[config.mk]
export PLATFORM = sky130hd
export DESIGN_NAME = unsigned_number_text_parser
export DESIGN_NICKNAME = d
export VERILOG_FILES = /design/src/design/unp_pkg.sv /design/src/design/unp_in_reg.sv /design/src/design/unp_core.sv /design/src/design/unp_out_reg.sv /design/src/design/unsigned_number_text_parser.sv
export VERILOG_INCLUDE_DIRS = /design/src /design/src/design
export SDC_FILE = /design/constraint.sdc
export NUM_CORES = 2
export LEC_CHECK = 0
export BUFFER_PORTS_ARGS = -buffer_cell sky130_fd_sc_hd__buf_2
export CAP_MARGIN = 30
export CORE_MARGIN = 2
export CORE_UTILIZATION = 40
export DETAILED_ROUTE_END_ITERATION = 10
export HOLD_SLACK_MARGIN = 0.03
export PLACE_DENSITY = 0.62
export SYNTH_ARGS = -nofsm -noshare
export SYNTH_HDL_FRONTEND = slang
export SYNTH_SLANG_ARGS = --single-unit
[constraint.sdc]
create_clock -name clock -period 12.5 [get_ports clock]
set_input_delay 0.625 -clock clock [delete_from_list [all_inputs] [get_ports clock]]
set_output_delay 0.625 -clock clock [all_outputs]
set_load 0.01 [all_outputs]
[src/design/unsigned_number_text_parser_assert.svh]
// Assertion macros for the parser RTL (used by unp_core).
// No dependencies; compiled out when SYNTH is defined.
`ifndef UNSIGNED_NUMBER_TEXT_PARSER_ASSERT_SVH
`define UNSIGNED_NUMBER_TEXT_PARSER_ASSERT_SVH
`ifndef SYNTH
`define UNP_ASSERT(lbl, clk, rst, prop) \
   lbl: assert property (@(posedge clk) disable iff (rst) prop) \
      else $error("unp assertion failed");
`define UNP_ASSERT_NEVER(lbl, clk, rst, expr) \
   lbl: assert property (@(posedge clk) disable iff (rst) !(expr)) \
      else $error("unp forbidden condition");
`else
`define UNP_ASSERT(lbl, clk, rst, prop)
`define UNP_ASSERT_NEVER(lbl, clk, rst, expr)
`endif
`endif

[src/design/unp_pkg.sv]
// Shared types, constants and character helpers for the number text parser.
// No dependencies.
package unp_pkg;

   localparam int VALUE_BITS_DEF  = 64;
   localparam int OFFSET_BITS_DEF = 16;
   localparam int CH_BITS         = 8;
   localparam int BASE_BITS       = 6;
   localparam int VALUE_OUT_BITS  = 64;
   localparam int OFFSET_OUT_BITS = 16;

   localparam logic [BASE_BITS-1:0] RADIX_RESET = 6'd10;
   localparam logic [BASE_BITS-1:0] BASE_AUTO   = 6'd0;
   localparam logic [BASE_BITS-1:0] BASE_OCT    = 6'd8;
   localparam logic [BASE_BITS-1:0] BASE_DEC    = 6'd10;
   localparam logic [BASE_BITS-1:0] BASE_HEX    = 6'd16;
   localparam logic [BASE_BITS-1:0] BASE_MAX    = 6'd36;
   localparam logic [BASE_BITS-1:0] NO_DIGIT    = 6'd36;

   localparam logic [CH_BITS-1:0] CH_SPACE  = 8'h20;
   localparam logic [CH_BITS-1:0] CH_TAB    = 8'h09;
   localparam logic [CH_BITS-1:0] CH_CR     = 8'h0D;
   localparam logic [CH_BITS-1:0] CH_PLUS   = 8'h2B;
   localparam logic [CH_BITS-1:0] CH_MINUS  = 8'h2D;
   localparam logic [CH_BITS-1:0] CH_ZERO   = 8'h30;
   localparam logic [CH_BITS-1:0] CH_NINE   = 8'h39;
   localparam logic [CH_BITS-1:0] CH_LOW_A  = 8'h61;
   localparam logic [CH_BITS-1:0] CH_LOW_Z  = 8'h7A;
   localparam logic [CH_BITS-1:0] CH_UP_A   = 8'h41;
   localparam logic [CH_BITS-1:0] CH_UP_Z   = 8'h5A;
   localparam logic [CH_BITS-1:0] CH_LOW_X  = 8'h78;
   localparam logic [CH_BITS-1:0] CH_UP_X   = 8'h58;

   typedef struct packed {
      logic [CH_BITS-1:0] ch;
      logic               first;
      logic               last;
   } item_type;

   typedef struct packed {
      logic [VALUE_OUT_BITS-1:0]  value;
      logic [OFFSET_OUT_BITS-1:0] end_offset;
      logic                       converted;
      logic                       overflowed;
      logic                       bad_radix;
   } result_type;

   // digit value 0..35, or NO_DIGIT for anything else
   function automatic logic [BASE_BITS-1:0] digit_of(input logic [CH_BITS-1:0] c);
      logic [CH_BITS-1:0] d;
      d = '0;
      if (c inside {[CH_ZERO:CH_NINE]}) begin
         d = c - CH_ZERO;
      end else if (c inside {[CH_LOW_A:CH_LOW_Z]}) begin
         d = c - CH_LOW_A + 8'd10;
      end else if (c inside {[CH_UP_A:CH_UP_Z]}) begin
         d = c - CH_UP_A + 8'd10;
      end else begin
         d = {2'b00, NO_DIGIT};
      end
      return d[BASE_BITS-1:0];
   endfunction

   function automatic logic base_invalid(input logic [BASE_BITS-1:0] b);
      return (b == 6'd1) || (b > BASE_MAX);
   endfunction

endpackage

[src/design/unp_in_reg.sv]
// Input register for the character stream.
// Depends on unp_pkg.
module unp_in_reg (
   input  logic              clock,
   input  logic              reset,
   input  logic              req_valid,
   output logic              req_ready,
   input  unp_pkg::item_type req_item,
   input  logic              take,
   output logic              item_valid,
   output unp_pkg::item_type item
);

   logic              valid_ff, valid_in;
   unp_pkg::item_type item_ff;

   assign req_ready  = !valid_ff || take;
   assign item_valid = valid_ff;
   assign item       = item_ff;

   always_comb begin
      if (req_valid && req_ready) begin
         valid_in = 1'b1;
      end else if (take) begin
         valid_in = 1'b0;
      end else begin
         valid_in = valid_ff;
      end
   end

   always_ff @(posedge clock) begin
      if (reset) begin
         valid_ff <= 1'b0;
      end else begin
         valid_ff <= valid_in;
      end
   end

   // payload: hold unless a new word is taken
   always_ff @(posedge clock) begin
      if (req_valid && req_ready) begin
         item_ff <= req_item;
      end
   end

endmodule

[src/design/unp_core.sv]
// Conversion state, radix register and per-character step logic.
// Depends on unp_pkg and unsigned_number_text_parser_assert.svh.
`include "unsigned_number_text_parser_assert.svh"
module unp_core #(
   parameter int VALUE_BITS  = unp_pkg::VALUE_BITS_DEF,
   parameter int OFFSET_BITS = unp_pkg::OFFSET_BITS_DEF
) (
   input  logic                            clock,
   input  logic                            reset,
   input  logic                            csr_valid,
   input  logic [unp_pkg::BASE_BITS-1:0]   csr_data,
   input  logic                            item_valid,
   input  unp_pkg::item_type               item,
   input  logic                            slot_free,
   output logic                            take,
   output logic                            res_load,
   output unp_pkg::result_type             result
);

   localparam int PW = VALUE_BITS + unp_pkg::BASE_BITS;
   localparam logic [OFFSET_BITS-1:0] OMAX = '1;
   localparam logic [VALUE_BITS-1:0]  VMAX = '1;

   localparam logic [2:0] PH_IDLE   = 3'd0;
   localparam logic [2:0] PH_WS     = 3'd1;
   localparam logic [2:0] PH_START  = 3'd2;
   localparam logic [2:0] PH_ZERO   = 3'd3;
   localparam logic [2:0] PH_ZX     = 3'd4;
   localparam logic [2:0] PH_DIGITS = 3'd5;

   logic [unp_pkg::BASE_BITS-1:0] radix_ff;
   logic [2:0]                    phase_ff, phase_in;
   logic [VALUE_BITS-1:0]         acc_ff, acc_in;
   logic [unp_pkg::BASE_BITS-1:0] base_ff, base_in;
   logic                          minus_ff, minus_in;
   logic                          digit_ff, digit_in;
   logic                          ovf_ff, ovf_in;
   logic [OFFSET_BITS-1:0]        count_ff, count_in;

   logic                          step_en, live, emit, start_path, digit_path, do_acc;
   logic [OFFSET_BITS-1:0]        idx, nxt, end_sel;
   logic [unp_pkg::BASE_BITS-1:0] d;
   logic [PW-1:0]                 prod;
   logic [VALUE_BITS-1:0]         v;

   assign step_en = item_valid && slot_free;
   assign take    = step_en;
   assign d       = unp_pkg::digit_of(item.ch);

   always_comb begin
      phase_in   = phase_ff;
      acc_in     = acc_ff;
      base_in    = base_ff;
      minus_in   = minus_ff;
      digit_in   = digit_ff;
      ovf_in     = ovf_ff;
      live       = 1'b1;
      emit       = 1'b0;
      start_path = 1'b0;
      digit_path = 1'b0;
      do_acc     = 1'b0;
      end_sel    = '0;
      prod       = '0;
      if (item.first) begin
         phase_in = PH_WS;
         acc_in   = '0;
         base_in  = radix_ff;
         minus_in = 1'b0;
         digit_in = 1'b0;
         ovf_in   = 1'b0;
         idx      = '0;
      end else begin
         idx = count_ff;
         if (phase_ff == PH_IDLE || phase_ff > PH_DIGITS) begin
            live = 1'b0;
         end
      end
      nxt      = (idx == OMAX) ? OMAX : idx + OFFSET_BITS'(1);
      count_in = live ? nxt : count_ff;

      case (phase_in)
         PH_WS: begin
            if (item.ch inside {unp_pkg::CH_SPACE, [unp_pkg::CH_TAB:unp_pkg::CH_CR]}) begin
               emit = item.last;
            end else if (item.ch == unp_pkg::CH_PLUS || item.ch == unp_pkg::CH_MINUS) begin
               minus_in = (item.ch == unp_pkg::CH_MINUS);
               phase_in = PH_START;
               emit     = item.last;
            end else begin
               start_path = 1'b1;
            end
         end
         PH_START: start_path = 1'b1;
         PH_ZERO: begin
            if (item.ch == unp_pkg::CH_LOW_X || item.ch == unp_pkg::CH_UP_X) begin
               if (item.last) begin
                  emit    = 1'b1;
                  end_sel = idx;
               end else begin
                  phase_in = PH_ZX;
               end
            end else begin
               digit_path = 1'b1;
            end
         end
         PH_ZX: begin
            if (d < unp_pkg::BASE_HEX) begin
               base_in  = unp_pkg::BASE_HEX;
               phase_in = PH_DIGITS;
               do_acc   = 1'b1;
               emit     = item.last;
               end_sel  = nxt;
            end else begin
               // point back at the 'x': only the zero was consumed
               emit    = 1'b1;
               end_sel = (idx == OMAX) ? OMAX : idx - OFFSET_BITS'(1);
            end
         end
         PH_DIGITS: digit_path = 1'b1;
         default: ;
      endcase

      if (start_path) begin
         if (unp_pkg::base_invalid(base_in)) begin
            emit = 1'b1;
         end else if ((base_in == unp_pkg::BASE_AUTO || base_in == unp_pkg::BASE_HEX)
                      && item.ch == unp_pkg::CH_ZERO) begin
            acc_in   = '0;
            digit_in = 1'b1;
            base_in  = (base_in == unp_pkg::BASE_AUTO) ? unp_pkg::BASE_OCT : unp_pkg::BASE_HEX;
            phase_in = PH_ZERO;
            emit     = item.last;
            end_sel  = nxt;
         end else begin
            if (base_in == unp_pkg::BASE_AUTO) begin
               base_in = unp_pkg::BASE_DEC;
            end
            digit_path = 1'b1;
         end
      end

      if (digit_path) begin
         phase_in = PH_DIGITS;
         if (d >= base_in) begin
            emit    = 1'b1;
            end_sel = idx;
         end else begin
            do_acc  = 1'b1;
            emit    = item.last;
            end_sel = nxt;
         end
      end

      // multiply-add; any carry beyond the value width saturates
      if (do_acc) begin
         digit_in = 1'b1;
         prod = PW'(acc_in) * PW'(base_in) + PW'(d);
         if (prod[PW-1:VALUE_BITS] != '0) begin
            ovf_in = 1'b1;
         end else if (!ovf_in) begin
            acc_in = prod[VALUE_BITS-1:0];
         end
      end

      if (emit) begin
         phase_in = PH_IDLE;
      end

      if (!live) begin
         phase_in = phase_ff;
         acc_in   = acc_ff;
         base_in  = base_ff;
         minus_in = minus_ff;
         digit_in = digit_ff;
         ovf_in   = ovf_ff;
         emit     = 1'b0;
      end
   end

   always_comb begin
      if (ovf_in) begin
         v = VMAX;
      end else if (minus_in) begin
         v = VALUE_BITS'(0) - acc_in;
      end else begin
         v = acc_in;
      end
      if (!digit_in) begin
         v = '0;
      end
      result.value      = unp_pkg::VALUE_OUT_BITS'(v);
      result.end_offset = digit_in ? unp_pkg::OFFSET_OUT_BITS'(end_sel) : '0;
      result.converted  = digit_in;
      result.overflowed = ovf_in;
      result.bad_radix  = unp_pkg::base_invalid(base_in);
   end

   assign res_load = step_en && emit;

   always_ff @(posedge clock) begin
      if (reset) begin
         radix_ff <= unp_pkg::RADIX_RESET;
      end else if (csr_valid) begin
         radix_ff <= csr_data;
      end
   end

   always_ff @(posedge clock) begin
      if (reset) begin
         phase_ff <= PH_IDLE;
         acc_ff   <= '0;
         base_ff  <= '0;
         minus_ff <= 1'b0;
         digit_ff <= 1'b0;
         ovf_ff   <= 1'b0;
         count_ff <= '0;
      end else if (step_en) begin
         phase_ff <= phase_in;
         acc_ff   <= acc_in;
         base_ff  <= base_in;
         minus_ff <= minus_in;
         digit_ff <= digit_in;
         ovf_ff   <= ovf_in;
         count_ff <= count_in;
      end
   end

   `UNP_ASSERT(a_ovf_needs_digit, clock, reset, res_load && result.overflowed |-> result.converted)
   `UNP_ASSERT_NEVER(a_bad_radix_no_digit, clock, reset, res_load && result.bad_radix && result.converted)
   `UNP_ASSERT(a_idle_after_result, clock, reset, res_load |=> phase_ff == PH_IDLE)
   `UNP_ASSERT(a_count_frozen_idle, clock, reset, step_en && !item.first && phase_ff == PH_IDLE |=> $stable(count_ff))

endmodule

[src/design/unp_out_reg.sv]
// Result register towards the response stream.
// Depends on unp_pkg.
module unp_out_reg (
   input  logic                clock,
   input  logic                reset,
   input  logic                load,
   input  unp_pkg::result_type result,
   output logic                slot_free,
   output logic                rsp_valid,
   input  logic                rsp_ready,
   output unp_pkg::result_type rsp_result
);

   logic                valid_ff, valid_in;
   unp_pkg::result_type result_ff;

   assign slot_free  = !valid_ff || rsp_ready;
   assign rsp_valid  = valid_ff;
   assign rsp_result = result_ff;

   always_comb begin
      if (load) begin
         valid_in = 1'b1;
      end else if (rsp_ready) begin
         valid_in = 1'b0;
      end else begin
         valid_in = valid_ff;
      end
   end

   always_ff @(posedge clock) begin
      if (reset) begin
         valid_ff <= 1'b0;
      end else begin
         valid_ff <= valid_in;
      end
   end

   always_ff @(posedge clock) begin
      if (load) begin
         result_ff <= result;
      end
   end

endmodule

[src/design/unsigned_number_text_parser.sv]
// Unsigned number text parser: one character per cycle, one result per conversion.
// The word that ends a conversion passes through the input register, then the result register,
// before rsp_tvalid rises.
// Throughput: one character per cycle; a held result stalls the input once both registers fill.
// Reset (synchronous, active high) empties both registers, idles the parser, radix = 10.
// Depends on unp_pkg, unp_in_reg, unp_core, unp_out_reg.
module unsigned_number_text_parser #(
   parameter int VALUE_BITS  = unp_pkg::VALUE_BITS_DEF,
   parameter int OFFSET_BITS = unp_pkg::OFFSET_BITS_DEF
) (
   input  logic        clock,
   input  logic        reset,
   input  logic        csr_valid,
   output logic        csr_ready,
   input  logic [5:0]  csr_data,     // radix
   input  logic        req_tvalid,
   output logic        req_tready,
   input  logic [7:0]  req_tdata,    // [7:0] ch
   input  logic [0:0]  req_tuser,    // [0] first
   input  logic        req_tlast,
   output logic        rsp_tvalid,
   input  logic        rsp_tready,
   output logic [79:0] rsp_tdata,    // [63:0] value, [79:64] end_offset
   output logic [2:0]  rsp_tuser     // [0] converted, [1] overflowed, [2] bad_radix
);

   unp_pkg::item_type   req_item, item;
   unp_pkg::result_type result, rsp_result;
   logic                item_valid, take, res_load, slot_free;

   assign csr_ready      = 1'b1;
   assign req_item.ch    = req_tdata;
   assign req_item.first = req_tuser[0];
   assign req_item.last  = req_tlast;

   unp_in_reg u_in (
      .clock      (clock),
      .reset      (reset),
      .req_valid  (req_tvalid),
      .req_ready  (req_tready),
      .req_item   (req_item),
      .take       (take),
      .item_valid (item_valid),
      .item       (item)
   );

   unp_core #(
      .VALUE_BITS  (VALUE_BITS),
      .OFFSET_BITS (OFFSET_BITS)
   ) u_core (
      .clock      (clock),
      .reset      (reset),
      .csr_valid  (csr_valid),
      .csr_data   (csr_data),
      .item_valid (item_valid),
      .item       (item),
      .slot_free  (slot_free),
      .take       (take),
      .res_load   (res_load),
      .result     (result)
   );

   unp_out_reg u_out (
      .clock      (clock),
      .reset      (reset),
      .load       (res_load),
      .result     (result),
      .slot_free  (slot_free),
      .rsp_valid  (rsp_tvalid),
      .rsp_ready  (rsp_tready),
      .rsp_result (rsp_result)
   );

   assign rsp_tdata = {rsp_result.end_offset, rsp_result.value};
   assign rsp_tuser = {rsp_result.bad_radix, rsp_result.overflowed, rsp_result.converted};

endmodule
Yosys cells after proc, flatten, opt, wreduce, memory -nomap -nowiden
Cells that the tools add are included.
Cells by class
  $mul: 1
  add/sub/neg operators: 9
  muxes and demuxes: 91
  magnitude comparators: 13
  reduce and logical (&&, ||, !) cells: 25
  equal/unequal tests: 15
Operators with widths (count)
  $mux W64: 10
  $mux W16: 11
  $add A70 B6 Y70: 1
  $mul A64 B6 Y70: 1
  $mux W6: 11
  $sub A1 B64 Y64 const A: 1
  $mux W1: 42
  $mux W3: 11
  $eq A8 B6 Y1 const B: 4
  $pmux W16 S2: 1
  $add A16 B1 Y16 const B: 1
  $eq A16 B16 Y1 const B: 1
  $eq A8 B7 Y1 const B: 2
  $ge A8 B7 Y1 const B: 2
  $le A8 B7 Y1 const B: 2
  $sub A16 B1 Y16 const B: 1
  $add A6 B4 Y6 const B: 2
  $eq A6 B1 Y1 const B: 2
  $gt A6 B6 Y1 const B: 2
  $sub A6 B6 Y6 const B: 2
  $pmux W3 S3: 1
  $ge A8 B4 Y1 const B: 1
  $ge A8 B6 Y1 const B: 1
  $le A8 B4 Y1 const B: 1
  20 further kinds: 40
Word-level totals
  output and inout bits: 86
  register bits after elaboration: 193
  logic and storage cells: 172
  input port bits: 21

Longest topological paths before layout
  word-level depth: 23
  mapped depth: 48
  gate-level depth less buffers: 40

By module
A second synthesis with hierarchy kept.
Second synthesis, totals
  cells, all modules: 3183
  area, all modules: 26302.7 µm²
Modules (own cells, without submodules)
  unp_core: area an instance 23397.4 µm², seq. area each 1961.9 µm², cells each 3079, times used 1
  unp_out_reg: area an instance 2538.7 µm², seq. area each 2512.4 µm², cells each 87, times used 1
  unp_in_reg: area an instance 355.3 µm², seq. area each 320.3 µm², cells each 15, times used 1
  unsigned_number_text_parser: area an instance 11.3 µm², seq. area each 0.0 µm², cells each 2, times used 1

Least setup slack after synthesis
No wires, ideal clock.
  path type: register to register
  from: register u_in.item_ff, in the netlist u_in.item[3]
  to: register u_out.result_ff, in the netlist u_out.rsp_result[75] (data pin)
  data required time: 12230 ps
  path slack: 2095 ps
  stages on the path, launching flop included: 44
  arrival: 10135 ps
  buffers on the path: 10
  setup time: 270 ps
  period minus slack after synthesis: 10405 ps
  cells stage by stage: edfxtp_1 -> inv_1 -> ha_1 -> mux2_2 -> nand4_1 -> o211ai_1 -> o2bb2ai_1 -> and2_1 -> o21ai_1 -> clkbuf_1 -> clkbuf_1 -> buf_1 -> nor2_1 -> buf_1 -> clkbuf_1 -> and2_1 -> fa_1 -> fa_1 -> [... 8 more ...] -> a2111oi_2 -> a211oi_1 -> a311oi_2 -> nand4_4 -> buf_6 -> buf_6 -> buf_6 -> clkbuf_1 -> and3_1 -> a21oi_1 -> ha_1 -> a21bo_2 -> nor2_1 -> mux2_2 -> nand4_1 -> o41ai_2 -> xnor2_1 -> a21oi_1
Between the ends
  cells in the longest elaborated chain, start to end: 23
  elaborated cells on any way between the ends: 82
  those cells by class: add/sub: 7; mul: 1; order compare: 11; eq/ne: 8; mux: 43; reduce/logical: 12
Ends and longest elaborated chain
  start, declared: line unp_in_reg.sv:15  | unp_pkg::item_type item_ff;
  start signal, assigned: line unp_in_reg.sv:42  | item_ff <= req_item;
  parallel branches: the longest is 23 deep, another holds $sub A6 B1 Y6
  end signal, assigned: line unp_out_reg.sv:41  | result_ff <= result;
  end, declared: line unp_out_reg.sv:15  | unp_pkg::result_type result_ff;
Parallel ways; which one is timed is not known.
A chain may end at the register's enable or synchronous reset.

Final worst setup path
  from: register u_in.item_ff, in the netlist u_in.item[3]
  to: register u_out.result_ff, in the netlist u_out.rsp_result[71] (data pin)
Same word-level chain as after synthesis.

==> results.toml <==
[flow_run]
drv_cap = 0

[routing]
vias_per_cell = 6.03
wl_per_cell_um = 21.8
drtIter0Drc = 2601
drc = 0
ant_nets = 0
wirelength_um = 88300
dr_total_vias = 24372
first_pass_iters = 6

[sta]
rsz0062_at_grt = "false"
worstMarginPinSlew_ps = 983
hold_viol_final = 0
post-route-min-period_ps = 11890
clock.fmax_ghz = 0.0841
whs_ps = 355
fin_crit_sh = 0.951
setup_violations = 0
slew_violations = 0
fin_worst_skew_ps = 17.1
timing.setup.tns_ps = 0
maxSlewHeadroom = 0.343

[pwr]
powerDensity_nw_per_um2 = 65.0
power_mw = 1.86
p_leak_nw = 12.5
irDropWorstVdd_mv = 0.0936

[floorplan]
die_w_um = 262
fp.dieH_um = 262
initial_core_util = 0.405
die_area_um2 = 68900
core_um2 = 66000
num_rows = 94
io_pins = 107

[critical_path]
crit_fanout = 40
slowest_stage = "a311oi_2"
crit_path_end_kind = "register"
cpPeakStageDelay_ps = 710
crit_type = "reg -> reg"
path_common_cell = "ha_1"
crit_family = "compound AO/OA/AOI/OAI gates"
crit_buf_inv = 4
start_kind = "register"
required_ps = 12690
crit_arrival_ps = 12080

[synthesis]
synth_edf_count = 93
yosysTopAreaCellShare = 0.189
syn_nets = 3669
synth_area_leaders = "fa_1 19%, edfxtp_1 10%, ha_1 7.7%"
synth_simple_gate_area_frac = 0.249
muxShareOfSynthArea = 0.0258
synthXorXnorAreaFrac = 0.0443
synth_cell_type_count = 95
synth_compound_area_frac = 0.182
postSynthCellCount = 3231
synth_top_family_by_area = "adder cells"
avgSynthCellArea_um2 = 8.27
synth_seq_cells = 193
synth_seq_area_share = 0.180
yosys.area.top_type = "fa_1"
netlist_area_um2 = 26700
ys_warn_count = 0
ys_async_sr_fraction = 0
synthAdderAreaFrac = 0.266
synth_top_flop_cell = "dfxtp_1"

[clocking]
hold_buffers = 0
cts_made_buffers = 17
cts-root-buf = "clkbuf_16"
htreeDepth = 4
cts_setup_buffers = 0
clk_latency_ps = 460
cts-resized-gates = 0
clk_pin_slew_worst_paths_ps = 80
cts_tree = "done"
clock-sinks = 193
cts_max_path_buffers = 2

[cells_and_area]
area_delta_synth_final_pct = 6.88
nets = 3606
mostFrequentLayoutCell = "nor2_1"
mostFrequentLayoutCells = "330 x nor2_1, 287 x and2_1, 283 x a21oi_1"
fin_cells = 4045
nFillCells = 6607
final_util = 0.433
diodes = 0
drive_gt1_frac = 0.0861

[run_status]
status = "finished clean"

[grt]
grt_use_total = 0.255
grt_max_degree = 137
grt-ovfl-total = 0
grt_first_pass_wirelength_um = 140000
grt_pass1_vias = 23510
grt_antenna_before_repair = 0

[placement]
dp.cells = 4013
hpwl_um = 68500
gp_congestion = 0.941
io_buffers = 105

[worst_hold_path]
hold_path_class = "in -> reg"
==> cells by family after synthesis <==
logic type	count (synthesis)
DFF	193
buffers and inverters	354
AOI/OAI and AO/OA	773
muxes	65
and+or+nand+nor	1293
other	1
adders and majority gates	417
xor gates and xnor gates	135
==> final timing paths <==
path	from	endpoint	cells after the start	slack (ps)
worst max-delay path	u_in.item[3]$_DFFE_PP_	u_out.rsp_result[71]$_SDFFCE_PN0P_	38	610
worst min-delay path	req_tdata[6]	u_in.item[8]$_DFFE_PP_	1	350
worst max register to register	u_in.item[3]$_DFFE_PP_	u_out.rsp_result[71]$_SDFFCE_PN0P_	38	610
worst min register to register	u_core.base_ff[1]$_SDFFE_PP0P_	u_core.base_ff[1]$_SDFFE_PP0P_	2	460
==> synthesized netlist by cell type (42+ instances only) <==
master / instances
xnor2_1: 69
and2_1: 287
ha_1: 165
mux2i_1: 50
xor2_1: 66
dfxtp_1: 100
nor2_1: 339
a211oi_1: 75
o21ai_0: 133
nand3_1: 64
nor3_1: 77
nand2_1: 229
clkbuf_1: 205
a21oi_1: 285
edfxtp_1: 93
fa_1: 252
inv_1: 104
and3_1: 100
a31oi_1: 53
nand4_1: 42
==> metrics by stage <==
step           instance area [um^2]  setup WS, ps
2_1_floorplan                 26700          2090
3_3_place_gp                  27900           884
3_5_place_dp                  27900           673
4_1_cts                       28500           613
5_1_grt                       28500          61.5
6_report                      28500           612
==> per-layer routing <==
metal | track usage | vias to the layer above | wire length [um]
met3 | 0.0372 | 153 | 7390
met4 | 0.0781 | 0 | 2620
met5 | 0 | - | 0
met1 | 0.367 | 11872 | 39200
met2 | 0.393 | 1106 | 39100
li1 | - | 11241 | -
==> report_power, final <==
part	total (mW)	leakage [nW]	internal (mW)	switching [mW]
registers	0.730	1.61	0.685	0.0451
clock network	0.573	0.288	0.286	0.287
logic	0.553	10.6	0.187	0.366
total	1.86	12.5	1.16	0.698
==> flip-flops by register name, summed over array words and instances (netlist names) <==
register,count
u_core.base_ff,6
u_out.rsp_result,83
u_core.ovf_ff,1
u_in.item,10
u_in.item_valid,1
u_core.digit_ff,1
u_core.acc_ff,64
u_out.rsp_valid,1
u_core.phase_ff,3
u_core.count_ff,16
u_core.radix_ff,6
u_core.minus_ff,1
==> area by class of cell <==
type | instances | area, um^2 | area share
clock buffer | 17 | 425 | 0.0149
clock inverter | 15 | 161 | 0.00565
inverter | 104 | 390 | 0.0137
multi-input combinational | 2684 | 20600 | 0.722
sequential | 193 | 4790 | 0.168
tap | 864 | 1080 | 0.0379
timing repair buffer | 168 | 1070 | 0.0375
Note: power is estimated with default switching activity, not from simulation.
